## src/hw/rtl/qsbs_pkg.sv

```systemverilog
// Shared types and constants of the quicksort buffer sorter.
`timescale 1ns / 1ps

package qsbs_pkg;

   localparam int DATA_W      = 32;
   localparam int IDX_W       = 8;
   localparam int FIELD_W     = 7;
   localparam int STACK_SLOTS = 64;
   localparam int STACK_AW    = 6;
   localparam int STACK_CW    = 7;

   typedef logic signed [IDX_W-1:0] idx_type;
   typedef logic signed [DATA_W-1:0] data_type;

   typedef struct packed {
      logic [FIELD_W-1:0] lo;
      logic [FIELD_W-1:0] hi;
   } range_type;

   typedef struct packed {
      logic      push;
      logic      pop;
      logic      clear;
      range_type data;
   } stk_ctrl_type;

endpackage

```

## src/hw/rtl/qsbs_buffer.sv

```systemverilog
// Sort buffer: one write port, one read port with registered read data.
`timescale 1ns / 1ps

module qsbs_buffer #(
   parameter int DEPTH = 64
) (
   input  logic                        clock,
   input  logic                        we,
   input  logic [$clog2(DEPTH)-1:0]    waddr,
   input  qsbs_pkg::data_type          wdata,
   input  logic [$clog2(DEPTH)-1:0]    raddr,
   output qsbs_pkg::data_type          rdata
);

   qsbs_pkg::data_type mem [DEPTH];
   qsbs_pkg::data_type rdata_ff;

   always_ff @(posedge clock) begin
      if (we) begin
         mem[waddr] <= wdata;
      end
      rdata_ff <= mem[raddr];
   end

   assign rdata = rdata_ff;

endmodule

```

## src/hw/rtl/qsbs_stack.sv

```systemverilog
// Range stack: memory of packed index ranges with its top pointer.
`timescale 1ns / 1ps

module qsbs_stack (
   input  logic                    clock,
   input  logic                    reset,
   input  qsbs_pkg::stk_ctrl_type  ctrl,
   output qsbs_pkg::range_type     pop_data,
   output logic                    empty
);

   qsbs_pkg::range_type               mem [qsbs_pkg::STACK_SLOTS];
   qsbs_pkg::range_type               rdata_ff;
   logic [qsbs_pkg::STACK_CW-1:0]     top_ff;
   logic [qsbs_pkg::STACK_CW-1:0]     top_in;
   logic [qsbs_pkg::STACK_CW-1:0]     top_dec;
   logic                              push_ok;

   assign top_dec = top_ff - qsbs_pkg::STACK_CW'(1);
   assign push_ok = ctrl.push && (top_ff < qsbs_pkg::STACK_CW'(qsbs_pkg::STACK_SLOTS));

   always_comb begin
      top_in = top_ff;
      if (ctrl.clear) begin
         top_in = '0;
      end else if (push_ok) begin
         top_in = top_ff + qsbs_pkg::STACK_CW'(1);
      end else if (ctrl.pop && !empty) begin
         top_in = top_dec;
      end
   end

   always_ff @(posedge clock) begin
      if (reset) begin
         top_ff <= '0;
      end else begin
         top_ff <= top_in;
      end
   end

   always_ff @(posedge clock) begin
      if (push_ok && !ctrl.clear) begin
         mem[top_ff[qsbs_pkg::STACK_AW-1:0]] <= ctrl.data;
      end
      rdata_ff <= mem[top_dec[qsbs_pkg::STACK_AW-1:0]];
   end

   assign empty    = (top_ff == '0);
   assign pop_data = rdata_ff;

endmodule

```

## src/hw/rtl/quicksort_buffer_sorter_unit.sv

```systemverilog
// Top level: input buffering, quicksort sequencer and sorted output stream.
//
//   channel  dir  tdata               tlast        tuser
//   req_     in   value[31:0]         last         -
//   rsp_     out  sorted_value[31:0]  end_of_set   overflowed
//
// Words are loaded while req_tready is high. The sort then runs on one buffer read port:
// scan steps, exchanges, partitioned ranges and popped empty ranges all share that
// port. Each output word is read from the buffer and held until taken before the next read.
// req_tready is high only while loading. Reset is synchronous and clears control.
// A stalled rsp_ word holds until taken.
`timescale 1ns / 1ps

module quicksort_buffer_sorter_unit #(
   parameter int DEPTH = 64
) (
   input  logic        clock,
   input  logic        reset,
   input  logic        req_tvalid,
   output logic        req_tready,
   input  logic [31:0] req_tdata,   // value[31:0]
   input  logic        req_tlast,
   output logic        rsp_tvalid,
   input  logic        rsp_tready,
   output logic [31:0] rsp_tdata,   // sorted_value[31:0]
   output logic        rsp_tlast,
   output logic        rsp_tuser    // overflowed
);

   localparam int AW = $clog2(DEPTH);
   localparam int CW = $clog2(DEPTH + 1);

   localparam logic [3:0] S_IDLE     = 4'd0;
   localparam logic [3:0] S_START    = 4'd1;
   localparam logic [3:0] S_POP      = 4'd2;
   localparam logic [3:0] S_RANGE    = 4'd3;
   localparam logic [3:0] S_PIVOT    = 4'd4;
   localparam logic [3:0] S_CHECK    = 4'd5;
   localparam logic [3:0] S_SCANL    = 4'd6;
   localparam logic [3:0] S_SCANH    = 4'd7;
   localparam logic [3:0] S_SWAP     = 4'd8;
   localparam logic [3:0] S_PUSH1    = 4'd9;
   localparam logic [3:0] S_PUSH2    = 4'd10;
   localparam logic [3:0] S_OUT_LD   = 4'd11;
   localparam logic [3:0] S_OUT_HOLD = 4'd12;

   logic [3:0]            state_ff, state_in;
   logic [CW-1:0]         fill_ff, fill_in;
   logic                  dropped_ff, dropped_in;
   qsbs_pkg::idx_type     lo_ff, lo_in, hi_ff, hi_in;
   qsbs_pkg::idx_type     scan_low_ff, scan_low_in, scan_high_ff, scan_high_in;
   qsbs_pkg::data_type    pivot_ff, pivot_in;
   qsbs_pkg::data_type    a_ff, a_in;
   logic [AW-1:0]         k_ff, k_in;
   logic                  rsp_valid_ff, rsp_valid_in;
   qsbs_pkg::data_type    rsp_data_ff, rsp_data_in;
   logic                  rsp_last_ff, rsp_last_in;
   logic                  rsp_user_ff, rsp_user_in;

   logic                  buf_we;
   logic [AW-1:0]         buf_waddr;
   qsbs_pkg::data_type    buf_wdata;
   logic [AW-1:0]         buf_raddr;
   qsbs_pkg::data_type    buf_rdata;

   qsbs_pkg::stk_ctrl_type stk_ctrl;
   qsbs_pkg::range_type    stk_rdata;
   logic                   stk_empty;

   qsbs_pkg::idx_type     pop_lo, pop_hi, count_idx;
   logic [qsbs_pkg::IDX_W-1:0] mid_sum;
   logic                  req_fire, rsp_fire, is_last_word;
   logic                  less_pivot, greater_pivot;

   qsbs_buffer #(
      .DEPTH(DEPTH)
   ) u_buffer (
      .clock (clock),
      .we    (buf_we),
      .waddr (buf_waddr),
      .wdata (buf_wdata),
      .raddr (buf_raddr),
      .rdata (buf_rdata)
   );

   qsbs_stack u_stack (
      .clock    (clock),
      .reset    (reset),
      .ctrl     (stk_ctrl),
      .pop_data (stk_rdata),
      .empty    (stk_empty)
   );

   assign req_tready = (state_ff == S_IDLE);
   assign req_fire   = req_tvalid && req_tready;
   assign rsp_fire   = rsp_valid_ff && rsp_tready;

   assign pop_lo    = $signed({1'b0, stk_rdata.lo});
   assign pop_hi    = $signed({1'b0, stk_rdata.hi});
   assign count_idx = $signed({{(qsbs_pkg::IDX_W - CW){1'b0}}, fill_ff});
   assign mid_sum   = {1'b0, stk_rdata.lo} + {1'b0, stk_rdata.hi};

   assign less_pivot    = buf_rdata < pivot_ff;
   assign greater_pivot = buf_rdata > pivot_ff;
   assign is_last_word  = (CW'(k_ff) == fill_ff - CW'(1));

   always_comb begin
      state_in     = state_ff;
      fill_in      = fill_ff;
      dropped_in   = dropped_ff;
      lo_in        = lo_ff;
      hi_in        = hi_ff;
      scan_low_in  = scan_low_ff;
      scan_high_in = scan_high_ff;
      pivot_in     = pivot_ff;
      a_in         = a_ff;
      k_in         = k_ff;
      rsp_valid_in = rsp_valid_ff;
      rsp_data_in  = rsp_data_ff;
      rsp_last_in  = rsp_last_ff;
      rsp_user_in  = rsp_user_ff;
      buf_we       = 1'b0;
      buf_waddr    = fill_ff[AW-1:0];
      buf_wdata    = $signed(req_tdata);
      buf_raddr    = k_ff;
      stk_ctrl     = '0;

      case (state_ff)
         S_IDLE: begin
            if (req_fire) begin
               if (fill_ff < CW'(DEPTH)) begin
                  buf_we  = 1'b1;
                  fill_in = fill_ff + CW'(1);
               end else begin
                  dropped_in = 1'b1;
               end
               if (req_tlast) begin
                  state_in = S_START;
               end
            end
         end
         S_START: begin
            if (fill_ff > CW'(1)) begin
               stk_ctrl.push    = 1'b1;
               stk_ctrl.data.lo = '0;
               stk_ctrl.data.hi = qsbs_pkg::FIELD_W'(fill_ff - CW'(1));
            end
            state_in = S_POP;
         end
         S_POP: begin
            if (stk_empty) begin
               k_in      = '0;
               buf_raddr = '0;
               state_in  = S_OUT_LD;
            end else begin
               stk_ctrl.pop = 1'b1;
               state_in     = S_RANGE;
            end
         end
         S_RANGE: begin
            buf_raddr = mid_sum[AW:1];
            if (pop_lo >= count_idx || pop_hi >= count_idx || pop_lo >= pop_hi) begin
               state_in = S_POP;
            end else begin
               lo_in        = pop_lo;
               hi_in        = pop_hi;
               scan_low_in  = pop_lo;
               scan_high_in = pop_hi;
               state_in     = S_PIVOT;
            end
         end
         S_PIVOT: begin
            pivot_in = buf_rdata;
            state_in = S_CHECK;
         end
         S_CHECK: begin
            buf_raddr = scan_low_ff[AW-1:0];
            if (scan_low_ff <= scan_high_ff) begin
               state_in = S_SCANL;
            end else begin
               state_in = S_PUSH1;
            end
         end
         S_SCANL: begin
            if (scan_low_ff < hi_ff && less_pivot) begin
               scan_low_in = scan_low_ff + qsbs_pkg::idx_type'(1);
               buf_raddr   = scan_low_in[AW-1:0];
            end else begin
               a_in      = buf_rdata;
               buf_raddr = scan_high_ff[AW-1:0];
               state_in  = S_SCANH;
            end
         end
         S_SCANH: begin
            buf_raddr = scan_high_ff[AW-1:0];
            if (scan_high_ff > lo_ff && greater_pivot) begin
               scan_high_in = scan_high_ff - qsbs_pkg::idx_type'(1);
               buf_raddr    = scan_high_in[AW-1:0];
            end else if (scan_low_ff <= scan_high_ff) begin
               buf_we    = 1'b1;
               buf_waddr = scan_low_ff[AW-1:0];
               buf_wdata = buf_rdata;
               state_in  = S_SWAP;
            end else begin
               state_in = S_CHECK;
            end
         end
         S_SWAP: begin
            buf_we       = 1'b1;
            buf_waddr    = scan_high_ff[AW-1:0];
            buf_wdata    = a_ff;
            scan_low_in  = scan_low_ff + qsbs_pkg::idx_type'(1);
            scan_high_in = scan_high_ff - qsbs_pkg::idx_type'(1);
            state_in     = S_CHECK;
         end
         S_PUSH1: begin
            if (scan_low_ff < hi_ff) begin
               stk_ctrl.push    = 1'b1;
               stk_ctrl.data.lo = scan_low_ff[qsbs_pkg::FIELD_W-1:0];
               stk_ctrl.data.hi = hi_ff[qsbs_pkg::FIELD_W-1:0];
            end
            state_in = S_PUSH2;
         end
         S_PUSH2: begin
            if (lo_ff < scan_high_ff) begin
               stk_ctrl.push    = 1'b1;
               stk_ctrl.data.lo = lo_ff[qsbs_pkg::FIELD_W-1:0];
               stk_ctrl.data.hi = scan_high_ff[qsbs_pkg::FIELD_W-1:0];
            end
            state_in = S_POP;
         end
         S_OUT_LD: begin
            rsp_valid_in = 1'b1;
            rsp_data_in  = buf_rdata;
            rsp_last_in  = is_last_word;
            rsp_user_in  = dropped_ff;
            state_in     = S_OUT_HOLD;
         end
         S_OUT_HOLD: begin
            if (rsp_fire) begin
               rsp_valid_in = 1'b0;
               if (rsp_last_ff) begin
                  fill_in        = '0;
                  dropped_in     = 1'b0;
                  stk_ctrl.clear = 1'b1;
                  state_in       = S_IDLE;
               end else begin
                  k_in      = k_ff + AW'(1);
                  buf_raddr = k_in;
                  state_in  = S_OUT_LD;
               end
            end
         end
         default: begin
            state_in = S_IDLE;
         end
      endcase
   end

   always_ff @(posedge clock) begin
      if (reset) begin
         state_ff     <= S_IDLE;
         fill_ff      <= '0;
         dropped_ff   <= 1'b0;
         rsp_valid_ff <= 1'b0;
      end else begin
         state_ff     <= state_in;
         fill_ff      <= fill_in;
         dropped_ff   <= dropped_in;
         rsp_valid_ff <= rsp_valid_in;
      end
   end

   always_ff @(posedge clock) begin
      lo_ff        <= lo_in;
      hi_ff        <= hi_in;
      scan_low_ff  <= scan_low_in;
      scan_high_ff <= scan_high_in;
      pivot_ff     <= pivot_in;
      a_ff         <= a_in;
      k_ff         <= k_in;
      rsp_data_ff  <= rsp_data_in;
      rsp_last_ff  <= rsp_last_in;
      rsp_user_ff  <= rsp_user_in;
   end

   assign rsp_tvalid = rsp_valid_ff;
   assign rsp_tdata  = rsp_data_ff;
   assign rsp_tlast  = rsp_last_ff;
   assign rsp_tuser  = rsp_user_ff;

endmodule

```

## config.mk

```make
export PLATFORM = sky130hd
export DESIGN_NAME = quicksort_buffer_sorter_unit
export DESIGN_NICKNAME = d
export VERILOG_FILES = /design/src/hw/rtl/qsbs_pkg.sv /design/src/hw/rtl/qsbs_buffer.sv /design/src/hw/rtl/qsbs_stack.sv /design/src/hw/rtl/quicksort_buffer_sorter_unit.sv
export SDC_FILE = /design/constraint.sdc
export NUM_CORES = 2
export LEC_CHECK = 0
export BUFFER_PORTS_ARGS = -buffer_cell sky130_fd_sc_hd__buf_2
export CAP_MARGIN = 20
export CORE_MARGIN = 2
export CORE_UTILIZATION = 40
export DETAILED_ROUTE_END_ITERATION = 8
export SKIP_CTS_REPAIR_TIMING = 1
export SLEW_MARGIN = 10
export SYNTH_ARGS = -nofsm -noshare
export SYNTH_HDL_FRONTEND = slang
export SYNTH_HIERARCHICAL = 1
export SYNTH_SLANG_ARGS = --single-unit
```

## constraint.sdc

```tcl
create_clock -name clock -period 7.4 [get_ports clock]
set_input_delay 1.85 -clock clock [delete_from_list [all_inputs] [get_ports clock]]
set_output_delay 1.85 -clock clock [all_outputs]
set_load 0.03 [all_outputs]
```

* Word level (Yosys, flattened, before mapping)
Memories as Yosys holds them, arrays and structs flattened. A register that Yosys moved wholly into a read port is not among the register bits.
Index checks and enable logic that the tools add are counted.
** Storage, ports and cells
- Memory bits (writable) :: 2944
- ROM bits :: 0
- Input port bits :: 37
- Memories kept :: 2
- Bits in latches :: 0
- Flip-flop bits (word level) :: 154
- Word-level logic and storage cells :: 159
- Output and inout port bits :: 36
** Operators by class
- $mul :: 0
- Div/mod/pow operators :: 0
- Add/subtract/negate cells :: 8
- Mux-type cells :: 66
- $lt $le $gt $ge :: 12
- Eq/ne operators :: 24
- Bitwise operators :: 2
- Shifts and indexed selects :: 0
- Reduce and logical (&&, ||, !) cells :: 30
** Memories
- u_buffer.mem :: depth 64, bits a word 32, rd ports 1, clocked after memory_dff 1, wr ports 1, RTL line qsbs_buffer.sv:15 : qsbs_pkg::data_type mem [DEPTH];
- u_stack.mem :: depth 64, bits a word 14, rd ports 1, clocked after memory_dff 1, wr ports 1, RTL line qsbs_stack.sv:12 : qsbs_pkg::range_type mem [qsbs_pkg::STACK_SLOTS];
** Operators with widths (number)
- 32-bit 2-to-1 mux :: 2
- 32-bit one-hot mux with 2 select lines :: 1
- 7-bit 2-to-1 mux :: 7
- 8-bit one-hot mux with 3 select lines :: 2
- 4-bit one-hot mux with 11 select lines :: 1
- 6-bit 2-to-1 mux :: 7
- 14-bit one-hot mux with 3 select lines :: 1
- 4-bit 2-to-1 mux :: 9
- 6-bit one-hot mux with 6 select lines :: 1
- 32-bit > comparator :: 1
- 32-bit less-than comparator :: 1
- 8-bit 2-to-1 mux :: 4
- 14-bit 2-to-1 mux :: 2
- 6-bit one-hot mux with 2 select lines :: 2
- 7-bit greater-or-equal comparator :: 3
- 1-bit 2-to-1 mux :: 21
- 4-bit equality test (second input constant) :: 5
- 4-bit by 3-bit equality test with 1-bit output (second input constant) :: 4
- 8-bit less-than comparator :: 2
- 2-bit != test (second input constant) :: 8
- 5-bit AND reduction :: 3
- 7-bit by 1-bit adder with 7-bit output (second input constant) :: 2
- 7-bit less-than comparator (second input constant) :: 2
- 7-bit one-hot mux with 2 select lines :: 1
- other kinds (26) :: 50

* Longest topological paths before layout
- Word-level depth :: 7
- Mapped depth :: 21
- Depth with buffers taken out :: 15

* Hierarchy
Netlist, hierarchy kept.
** By module, submodules not included
- qsbs_buffer :: sequential area each 62139.6 µm², area each 78515.3 µm², cells an instance 3324, instances 1
- qsbs_stack :: sequential area each 27326.2 µm², area each 35878.2 µm², cells an instance 1695, instances 1
- quicksort_buffer_sorter_unit :: sequential area each 4284.1 µm², area each 9018.6 µm², cells an instance 829, instances 1

* Worst setup path after synthesis
No wires, ideal clock.
- Kind :: register to register
- Start :: register scan_low_ff[5]
- End :: memory u_buffer/mem[49][0] in the netlist's numbering (enable)
- Required time :: 6.939 ns
- Arrival :: 5.344 ns
- Path slack :: 1.595 ns
- Clock period less this slack :: 5.805 ns
- Stages on the path, launching flop included :: 14
- Buffers on the path :: 2
- Setup time :: 0.461 ns
- Path through :: edfxtp_1 > ha_1 > a21o_1 > a211o_1 > nor2b_1 > a211oi_1 > or2_2 > a311oi_4 > buf_4 > a22oi_1 > o31ai_1 > clkbuf_1 > nand4_1 > nor3_1
** On the way
- Elaborated cells between the ends (all ways) :: 9
- Classes of those cells :: order compare: 1; mux: 8
** RTL lines
- start: declaration :: RTL line quicksort_buffer_sorter_unit.sv:51 : qsbs_pkg::idx_type scan_low_ff, scan_low_in, scan_high_ff, scan_high_in;
- start signal: assignment :: RTL line quicksort_buffer_sorter_unit.sv:277 : scan_low_ff <= scan_low_in;
- 8-bit <= comparator :: RTL line quicksort_buffer_sorter_unit.sv:199 : end else if (scan_low_ff <= scan_high_ff) begin
- 6-bit 2-to-1 mux :: RTL line quicksort_buffer_sorter_unit.sv:199
- 6-bit 2-to-1 mux :: RTL line quicksort_buffer_sorter_unit.sv:196 : if (scan_high_ff > lo_ff && greater_pivot) begin
- 6-bit one-hot mux with 2 select lines :: RTL line quicksort_buffer_sorter_unit.sv:128 : case (state_ff)
- named net buf_waddr[4] :: RTL line quicksort_buffer_sorter_unit.sv:61 : logic [AW-1:0] buf_waddr;
- end: declaration :: RTL line qsbs_buffer.sv:15
The timed path passes the listed nets, and every way through them passes these cells.

* Worst setup path after layout
- Start :: register u_buffer.rdata_ff[26] (netlist: u_buffer/rdata[26]), read port of u_buffer.mem
- End :: register u_buffer.rdata_ff[4] (netlist: u_buffer/rdata[4]), read port of u_buffer.mem
** On the way
- Longest elaborated chain between the ends :: 4
- Elaborated cells between the ends (all ways) :: 7
- Classes of those cells :: order compare: 2; mux: 3; reduce/logical: 2
** Ends and longest elaborated chain
- start: declaration :: RTL line qsbs_buffer.sv:16 : qsbs_pkg::data_type rdata_ff;
- 32-bit > comparator / 32-bit less-than comparator (equally long branches) :: RTL line quicksort_buffer_sorter_unit.sv:104, quicksort_buffer_sorter_unit.sv:103
- 1-bit logical AND, on equally long branches :: RTL line quicksort_buffer_sorter_unit.sv:196, quicksort_buffer_sorter_unit.sv:185
- 6-bit 2-to-1 mux, on equally long branches :: RTL line quicksort_buffer_sorter_unit.sv:196, quicksort_buffer_sorter_unit.sv:185
- 6-bit one-hot mux with 6 select lines * :: RTL line quicksort_buffer_sorter_unit.sv:128
- named net buf_raddr[1] :: RTL line quicksort_buffer_sorter_unit.sv:63 : logic [AW-1:0] buf_raddr;
Mark *: on every way through the listed nets, which the timed path passes. The rest lies on a longest branch.
A chain may end at the register's enable or synchronous reset.

==> qor.csv <==
metric;value;unit
run_status;finished clean;
coreArea;306300;sq um
yosysSeqAreaShare;75.96;%
synth-compound-area-share;3.827;%
rr_endpoint;u_buffer/rdata[4]$_DFF_P_;
rsz0062_at_grt;false;
worstSetupEndpointType;register;
drv_slew;0;
setup_viol;0;
hp-start;dropped_ff$_SDFFE_PP0P_;
synth-simple-area-share;2.754;%
clkSinkCount;3144;
synth_xor_xnor_area_share;0.2697;%
root_buffer;clkbuf_16;
dieArea;313000;sq um
dr_total_vias;62015;
overflow;0;
cp_num_cells;16;
synthCells;5848;
min_period_over_period;95.72;%
io_buffers;72;
netlist_top_cells_area;edfxtp_1 (75%), mux4_2 (14%), dfxtp_1 (1.1%), ha_1 (0.89%), nor2_1 (0.87%);
die_w;559.5;um
path_class;register to register;
ys_types;83;
die_y;559.5;um
grt_max_degree;73;
drv_cap;0;
timing.rr.start;u_buffer/rdata[26]$_DFF_P_;
synthMuxAreaShare;14.78;%
synth_top_cells_by_count;edfxtp_1 (3078), mux4_2 (768), nor2_1 (285);
drive_gt1_share;27.77;%
grtUsageTotal;20.86;%
start_kind;register;
ys.flop_type;edfxtp_1;
synth-async-reset-ratio;0;%
cpMostUsedCell;buf_4;
yosys.area.top_type;edfxtp_1;
synthesis.area;123400;sq um
p_leak;45.00;nW
min_to;rsp_tuser$_DFFE_PP_;
final_hold_viol_count;0;
cp_slowest_stage_delay;0.89;ns
routed_wirelength;332100;um
std_cell_rows;203;
hpwlAfterDp;196000;um
synth_fa_ha_area_share;0.9084;%
startpoint;u_buffer/rdata[26]$_DFF_P_;
drtPass1Iterations;6;
hold_depth;0;
ios;73;
clkLatencyLatePin;0.90;ns
postRouteAntennaNets;0;
synth_top_family_by_area;multiplexers;
finalSetupTns;0;ns
routed_via_density;5.836;
syn_nets;5974;
cts_tree;built;
crit_chain;ha_1 > nand4_1 > nor4_2 > and4_1 > o41ai_2 > a41oi_4 > nand4_2 > o221ai_1 > o32a_2 > buf_4 > nor2b_1 > a22oi_1 > and3_1 > o32ai_1 > nor3_1 > buf_4;
cp_max_fo;19;
slowest_stage;o32ai_1;
finalPower;57.62;mW
relSlewSlack;11.03;%
fin_cells;10626;
dp_cells;10036;
cts.path.max_buffers;4;
h-tree-depth;5;
yosysMostFrequentCell;edfxtp_1;
worst_slew_pin_slew;1.322;ns
syn_to_final_growth;14.46;%
rr_worst_depth;16;
worst_ep_arrival_time;7.86;ns
rrSetupSlack;0.32;ns
hold_class;register to register;
drc;0;
critPathTopFamily;compound AO/OA/AOI/OAI gates;
finalCriticalPeriod;7.083;ns
layout.nets;6387;
place_ws;0.4215;ns
yosys_warnings;6;
crit_buf_inv;2;
grt_pass1_wl;469800;um
clk_pin_slew;0.06;ns
synth_edf_count;3078;
avgRoutedWirePerCell;31.26;um
drt_iter0_drc;7578;
fin_skew;0.06352;ns
grt_pass1_vias;62507;
worst_ir_drop_vdd;0.3489;mV
worst_slack;0.3169;ns
fmax;141.2;MHz
ys_ff_latch;3144;
cts_buffers;318;
critical_path_required;8.17;ns
antenna_found_initial;15;
start_util;40.29;%
yosysTopAreaCellShare;74.89;%
synth.avg_cell_area;21.10;sq um
gp_congestion;0.8571;
p_per_area;407.9;nW/um^2
## sequential cells by signal, summed over array words and instances, names as in the netlist
signal / cells
fill_ff: 7
scan_low_ff: 8
dropped_ff: 1
rsp_tlast: 1
u_buffer/mem: 2048
a_ff: 32
u_stack/top_ff: 7
rsp_tdata: 32
rsp_tuser: 1
lo_ff: 7
u_buffer/rdata: 32
state_ff: 4
pivot_ff: 32
u_stack/mem: 896
u_stack/pop_data: 14
hi_ff: 7
k_ff: 6
rsp_tvalid: 1
scan_high_ff: 8
## cells by family after synthesis
family                     count (synthesis)
AOI/OAI and AO/OA                        639
DFF                                     3144
and+or+nand+nor                          680
muxes                                    862
buffers and inverters                    396
xor gates and xnor gates                  38
adders and majority gates                 89
## layer usage
layer  vias up  GRT usage [%]  routed length (um)
li1      25336              -                   -
met1     33598          27.96              131500
met2      2555          34.77              164500
met3       526          2.952               22680
met4         0          7.684               13510
met5         -              0                   0
## worst max-delay path by stage
stage | endpoint
global placement | u_buffer/rdata[4]$_DFF_P_
finish | u_buffer/rdata[4]$_DFF_P_
CTS | u_buffer/rdata[4]$_DFF_P_
floorplan | u_buffer/mem[49][0]$_DFFE_PP_
detailed placement | u_buffer/rdata[4]$_DFF_P_
global route | u_buffer/rdata[4]$_DFF_P_
## metrics by stage
stage / utilization (%) / cell area (sq um) / hold slack, ns
after detailed placement: 42.75 / 130900 / 0.4645
after global routing: 46.11 / 141200 / 0.4817
final: 46.11 / 141300 / 0.4672
after floorplan: - / 123400 / 0.4088
after global placement: 42.72 / 130900 / 0.4548
after CTS: 46.06 / 141100 / 0.4784
## cell type report
| cell class | instances | area, sq um |
|---|---|---|
| fill | 25545 | 165100 |
| sequential | 3144 | 93750 |
| multi-input combinational | 2308 | 28520 |
| clock buffer | 393 | 8438 |
| tap | 4100 | 5130 |
| timing repair buffer | 418 | 3393 |
| clock inverter | 172 | 1697 |
| inverter | 71 | 266.5 |
| antenna | 20 | 50.05 |
## power breakdown
part | leakage, nW | total, mW | switching [mW] | internal (mW)
combinational | 11.0 | 20.7 | 12.2 | 8.47
sequential | 29.1 | 21.0 | 0.407 | 20.6
clock | 4.94 | 15.9 | 6.73 | 9.14
total | 45.0 | 57.6 | 19.4 | 38.2
## placed cells by master, fill, tap and decap left out, types with 64 or more instances in the layout
master and instances:
buf_4 310, inv_1 71, edfxtp_1 3078, clkbuf_16 325, nor2_4 64, a21boi_0 114
o22ai_1 86, buf_2 74, ha_1 87, a21oi_1 108, mux2i_1 93, nor2b_1 138
dfxtp_1 65, nor2_1 222, nand2_1 65, mux4_2 768
Power figures use the tool's default switching activity.
